$ cat config.mk
export PLATFORM = sky130hd
export DESIGN_NAME = qia_regs
export DESIGN_NICKNAME = d
export VERILOG_FILES = /design/src/hdl/quantized_int16_add_assert.svh /design/src/hdl/qia_pkg.sv /design/src/hdl/qia_regs.sv
export SDC_FILE = /design/constraint.sdc
export NUM_CORES = 1
export LEC_CHECK = 0
export BUFFER_PORTS_ARGS = -buffer_cell sky130_fd_sc_hd__buf_4
export CAP_MARGIN = 40
export CORE_MARGIN = 2
export CORE_UTILIZATION = 40
export DETAILED_ROUTE_END_ITERATION = 12
export HOLD_SLACK_MARGIN = 0.12
export PLACE_DENSITY = 0.74
export SLEW_MARGIN = 20
export SYNTH_ARGS = -nofsm -noshare
export SYNTH_HDL_FRONTEND = slang
export SYNTH_SLANG_ARGS = --single-unit
$ cat constraint.sdc
create_clock -name clk_i -period 2 [get_ports clk_i]
set_input_delay 0.1 -clock clk_i [delete_from_list [all_inputs] [get_ports clk_i]]
set_output_delay 0.1 -clock clk_i [all_outputs]
set_load 0.02 [all_outputs]
$ cat src/hdl/quantized_int16_add_assert.svh
// Assertion macros shared by the files that check this block.
// Each macro samples on clk_i and is quiet while rst_ni is low.
`ifndef QUANTIZED_INT16_ADD_ASSERT_SVH
`define QUANTIZED_INT16_ADD_ASSERT_SVH

// Same-cycle implication.
`define QIA_ASSERT(label, ante, cons, msg) \
  label: assert property (@(posedge clk_i) disable iff (!rst_ni) (ante) |-> (cons)) \
    else $error(msg);

// Next-cycle implication.
`define QIA_ASSERT_NEXT(label, ante, cons, msg) \
  label: assert property (@(posedge clk_i) disable iff (!rst_ni) (ante) |=> (cons)) \
    else $error(msg);

`endif

$ cat src/hdl/qia_pkg.sv
package qia_pkg;

  // Field widths
  localparam int unsigned VAL_W   = 16;
  localparam int unsigned MULT_W  = 31;
  localparam int unsigned SHIFT_W = 5;
  localparam int unsigned ADDR_W  = 5;
  localparam int unsigned DATA_W  = 32;

  // Operand pre-scale (left shift applied to each input)
  localparam int unsigned PRE_SHIFT = 12;

  // Datapath widths inside the rescale unit
  localparam int unsigned RS_W   = 32;
  localparam int unsigned PROD_W = 2 * RS_W;

  // Rounding bias of the doubling high multiply: 2^30
  localparam logic signed [PROD_W-1:0] ROUND_BIAS = PROD_W'(64'h0000_0000_4000_0000);

  // Pipeline depth: 3 operand rescale, 1 sum, 3 output rescale, 1 clamp
  localparam int unsigned NSTG = 8;

  // Register reset values
  localparam logic [MULT_W-1:0]        MULT_RST      = MULT_W'(31'h4000_0000);
  localparam logic signed [VAL_W-1:0]  CLAMP_LO_RST  = 16'sh8000;
  localparam logic signed [VAL_W-1:0]  CLAMP_HI_RST  = 16'sh7fff;

  // Register map, word index
  typedef enum logic [2:0] {
    REG_A_MULT    = 3'd0,
    REG_A_SHIFT   = 3'd1,
    REG_B_MULT    = 3'd2,
    REG_B_SHIFT   = 3'd3,
    REG_OUT_MULT  = 3'd4,
    REG_OUT_SHIFT = 3'd5,
    REG_CLAMP_LO  = 3'd6,
    REG_CLAMP_HI  = 3'd7
  } reg_idx_e;

  typedef struct packed {
    logic [MULT_W-1:0]       a_mult;
    logic [SHIFT_W-1:0]      a_shift;
    logic [MULT_W-1:0]       b_mult;
    logic [SHIFT_W-1:0]      b_shift;
    logic [MULT_W-1:0]       out_mult;
    logic [SHIFT_W-1:0]      out_shift;
    logic signed [VAL_W-1:0] clamp_lo;
    logic signed [VAL_W-1:0] clamp_hi;
  } cfg_t;

  // Load enables of the three rescale stages
  typedef struct packed {
    logic mul;
    logic rnd;
    logic shf;
  } rs_en_t;

endpackage

$ cat src/hdl/qia_regs.sv
module qia_regs (
  input  logic                           clk_i,
  input  logic                           rst_ni,
  input  logic                           psel,
  input  logic                           penable,
  input  logic                           pwrite,
  input  logic [qia_pkg::ADDR_W-1:0]     paddr,
  input  logic [qia_pkg::DATA_W-1:0]     pwdata,
  output logic [qia_pkg::DATA_W-1:0]     prdata,
  output logic                           pready,
  output qia_pkg::cfg_t                  cfg_o
);

  qia_pkg::cfg_t    cfg_q, cfg_d;
  qia_pkg::reg_idx_e idx;
  logic             wr;

  assign idx    = qia_pkg::reg_idx_e'(paddr[qia_pkg::ADDR_W-1:2]);
  assign wr     = psel && penable && pwrite;
  assign pready = 1'b1;
  assign cfg_o  = cfg_q;

  // Decode the write word into the addressed register
  always_comb begin
    cfg_d = cfg_q;
    if (wr) begin
      case (idx)
        qia_pkg::REG_A_MULT:    cfg_d.a_mult    = pwdata[qia_pkg::MULT_W-1:0];
        qia_pkg::REG_A_SHIFT:   cfg_d.a_shift   = pwdata[qia_pkg::SHIFT_W-1:0];
        qia_pkg::REG_B_MULT:    cfg_d.b_mult    = pwdata[qia_pkg::MULT_W-1:0];
        qia_pkg::REG_B_SHIFT:   cfg_d.b_shift   = pwdata[qia_pkg::SHIFT_W-1:0];
        qia_pkg::REG_OUT_MULT:  cfg_d.out_mult  = pwdata[qia_pkg::MULT_W-1:0];
        qia_pkg::REG_OUT_SHIFT: cfg_d.out_shift = pwdata[qia_pkg::SHIFT_W-1:0];
        qia_pkg::REG_CLAMP_LO:  cfg_d.clamp_lo  = $signed(pwdata[qia_pkg::VAL_W-1:0]);
        qia_pkg::REG_CLAMP_HI:  cfg_d.clamp_hi  = $signed(pwdata[qia_pkg::VAL_W-1:0]);
        default: ;
      endcase
    end
  end

  // Hold the register file
  always_ff @(posedge clk_i or negedge rst_ni) begin
    if (!rst_ni) begin
      cfg_q.a_mult    <= qia_pkg::MULT_RST;
      cfg_q.a_shift   <= '0;
      cfg_q.b_mult    <= qia_pkg::MULT_RST;
      cfg_q.b_shift   <= '0;
      cfg_q.out_mult  <= qia_pkg::MULT_RST;
      cfg_q.out_shift <= '0;
      cfg_q.clamp_lo  <= qia_pkg::CLAMP_LO_RST;
      cfg_q.clamp_hi  <= qia_pkg::CLAMP_HI_RST;
    end else begin
      cfg_q <= cfg_d;
    end
  end

  // Read back, clamp limits sign-extended
  always_comb begin
    case (idx)
      qia_pkg::REG_A_MULT:    prdata = {1'b0, cfg_q.a_mult};
      qia_pkg::REG_A_SHIFT:   prdata = {27'd0, cfg_q.a_shift};
      qia_pkg::REG_B_MULT:    prdata = {1'b0, cfg_q.b_mult};
      qia_pkg::REG_B_SHIFT:   prdata = {27'd0, cfg_q.b_shift};
      qia_pkg::REG_OUT_MULT:  prdata = {1'b0, cfg_q.out_mult};
      qia_pkg::REG_OUT_SHIFT: prdata = {27'd0, cfg_q.out_shift};
      qia_pkg::REG_CLAMP_LO:  prdata = {{16{cfg_q.clamp_lo[15]}}, cfg_q.clamp_lo};
      qia_pkg::REG_CLAMP_HI:  prdata = {{16{cfg_q.clamp_hi[15]}}, cfg_q.clamp_hi};
      default:                prdata = '0;
    endcase
  end

endmodule

==> reports/results.txt <==
status: finished, final reports clean
leakage power of the design: 4.456 nW
starting density of the core: 0.4109
kind of capture point of the worst setup path: primary output
register bit count reported by yosys: 140
number of buffers inserted during clock tree synthesis: 17
DP Area: 8423 sq um
maximum number of pins on one net before global-route repair: 64
critical path data required time: 1.90 ns
TNS Setup: 0 ns
initial detailed-routing violation count: 177
pwr/cell area: 1059 nW/um^2
clock tree root driver cell: clkbuf_16
number of flip-flops under the largest register name: 140
remaining antenna violation count after routing: 0
Post-synth EDFFs: 0
unrepaired setup endpoints after global routing: false
peak ir drop on the vdd network: 0.5497 mV
Max stage delay cell, worst path: dfrtp_1
CTS Hold Buffers Added: 32
Avg Cell Area, Syn: 14.09 sq um
antenna diode count: 0
instance count of the mapped netlist: 465
die outline width: 132.0 um
post-synthesis instance area: 6551 sq um
dominant synthesized flop cell: dfrtp_1
die outline height: 132.0 um
max-slew violation count: 0
clk_lat worst skew: 0.41 ns
max incr delay on CP: 0.40 ns
share of flip-flops with an asynchronous set or reset after synthesis: 1.000
global router's overall resource usage: 0.2124
final wirelength: 18.44 mm
Crit Path Class: flop to primary output
number of search-and-repair iterations in the first detailed-routing pass: 4
number of nets in the layout: 756
net count of the mapped netlist: 507
average routed wire per standard cell: 19.57 um
initial antenna violation count: 0
count of endpoints failing hold in the final timing report: 0
family with the most delay on the worst path: buffers and inverters
critical path, cell by cell: mux2_2 -> nand3_1 -> buf_4 -> o21ai_0 -> buf_4
sink count of the clock tree: 140
number of global-route vias before repair: 5198
synthesis-to-finish area growth: 41.14%
maximum buffer depth of the clock tree: 2
GRT Residual Overflow: 0
fraction of the cycle the final worst path needs: 0.9164
number of post-CTS setup repair buffers: 0
Crit path arrival time: 1.73 ns
proportion of layout cells with a drive suffix above 1: 0.5868
detail-routed via count per cell: 5.244
reg2reg setup slack: 1.17 ns
post-detailed-route DRC marker count: 0
category of the worst setup path launch point: flop
post-detailed-placement half-perimeter wirelength: 12.85 mm
htree depth: 4
Gates resized, CTS repair: 0
Worst Reg2Reg Path Length in Cells: 1
library cell appearing most often on the critical path: buf_4
startpoint of the worst-slack reg-to-reg timing path: cfg_o[56]$_DFFE_PN0P_
warning count from the yosys run: 0
endpoint of the worst register-to-register path: cfg_o[56]$_DFFE_PN0P_
floorplan core area: 15940 sq um
global-route wire length before repair: 28.92 mm
max cap viols: 0
remaining max-slew budget at the tightest pin: 0.5935
clock-pin slew on the worst setup and hold paths: 0.06 ns
share of synthesized area occupied by flip-flops and latches: 0.5384
IO Count: 215
final number of setup-violating endpoints: 0
slew at the pin with the worst max-slew slack: 0.6098 ns
class of the tightest hold or removal check: input port to asynchronous set/reset pin
Final Cell Area: 9246 sq um
library cells used by synthesis: 37
placer's final routability congestion estimate: 0.8377
Crit path buffers/inverters: 2
Clock Skew: 0 ns
count of standard-cell rows: 46
crit path time final: 1.833 ns
highest achievable clock rate: 0.5456 GHz
clock tree from TritonCTS: done
via count of the routed design: 4940
area of the die: 17420 sq um
# port buffers: 210
maximum fanout along the worst path: 17
-- per-stage QoR --
stage                     worst slack (ns)  power (mW)  hold slack [ns]  utilization  instances
final                               0.1672       9.791           0.2471       0.5800        942
after global routing               0.08942       10.22           0.2867       0.5800        942
after CTS                           0.1929       9.864           0.2683       0.5800        942
after detailed placement            0.3472       7.077           0.1334       0.5283        879
after global placement              0.3733       6.978           0.1237       0.5283        879
after floorplan                     0.5927       5.560          -0.1956            -        465
-- kinds of logic after synthesis --
group / Yosys count / synth area share
buffers and inverters: 34 / 0.03170
flip-flops: 140 / 0.5384
other: 1 / 0.0005724
multiplexers: 191 / 0.3188
AND/OR/NAND/NOR: 33 / 0.03877
AO/OA/AOI/OAI: 66 / 0.07181
-- layer usage --
| layer | GRT usage | vias to the layer above | share of wire |
|---|---|---|---|
| li1 | - | 2225 | - |
| met3 | 0.05690 | 26 | 0.056 |
| met5 | 0 | - | 0 |
| met1 | 0.2688 | 2513 | 0.43 |
| met4 | 0.07548 | 0 | 0.017 |
| met2 | 0.3516 | 176 | 0.49 |
-- layout make-up --
type	count	area (sq um)
repair buffers	263	2121
clock buffers	22	454.2
inverters	1	3.754
well taps	216	270.3
clock inverters	9	48.80
flip-flops and latches	140	3527
fillers	1301	6696
multi-input cells	291	2821
-- cell usage after synthesis, types with 2 or more instances --
| master | count | area share |
|---|---|---|
| nor2_4 | 4 | 0.0069 |
| nor2_1 | 4 | 0.0023 |
| o21ai_0 | 22 | 0.017 |
| clkbuf_1 | 5 | 0.0029 |
| buf_4 | 13 | 0.015 |
| dfstp_2 | 19 | 0.076 |
| buf_2 | 12 | 0.0092 |
| nor3b_1 | 5 | 0.0057 |
| nand2b_1 | 2 | 0.0019 |
| mux2_2 | 139 | 0.24 |
| o22ai_1 | 6 | 0.0057 |
| buf_6 | 2 | 0.0034 |
| dfrtp_1 | 121 | 0.46 |
| mux2i_1 | 50 | 0.076 |
| mux2_1 | 2 | 0.0034 |
| o2bb2ai_1 | 7 | 0.0094 |
| a41o_1 | 2 | 0.0031 |
| o22a_1 | 4 | 0.0053 |
| nand3_1 | 9 | 0.0069 |
| a2bb2oi_1 | 16 | 0.021 |
| a211oi_1 | 5 | 0.0057 |
-- placed cells by master, fill, tap and decap left out, types with 4 or more instances in the layout --
| cell | instances |
|---|---|
| o21ai_0 | 22 |
| dlygate4sd3_1 | 32 |
| clkinv_2 | 8 |
| mux2i_1 | 50 |
| o22a_1 | 4 |
| clkbuf_16 | 17 |
| nor3b_1 | 5 |
| o22ai_1 | 6 |
| clkbuf_1 | 4 |
| nor2_1 | 4 |
| a211oi_1 | 5 |
| buf_12 | 5 |
| nor2_4 | 5 |
| a2bb2oi_1 | 16 |
| dfstp_2 | 19 |
| o2bb2ai_1 | 7 |
| nand3_1 | 9 |
| mux2_2 | 139 |
| dfrtp_1 | 121 |
| buf_4 | 225 |
-- how the worst max path moves through the flow --
stage                               start                     end  depth (start not counted)
floorplan           cfg_o[31]$_DFFE_PN1P_              prdata[15]                          4
detailed placement               paddr[2]   cfg_o[36]$_DFFE_PN0P_                          4
global placement                 paddr[2]  cfg_o[101]$_DFFE_PN0P_                          5
finish              cfg_o[15]$_DFFE_PN0P_              prdata[20]                          5
global route        cfg_o[15]$_DFFE_PN0P_              prdata[19]                          5
CTS                 cfg_o[15]$_DFFE_PN0P_              prdata[20]                          5
-- where the power goes --
group	total, mW	switching (mW)	internal [mW]	leakage (nW)
logic	3.14	1.61	1.53	2.45
clock network	2.72	1.13	1.59	0.257
registers	3.94	0.488	3.45	1.75
Note: power is estimated with default switching activity, not from simulation.
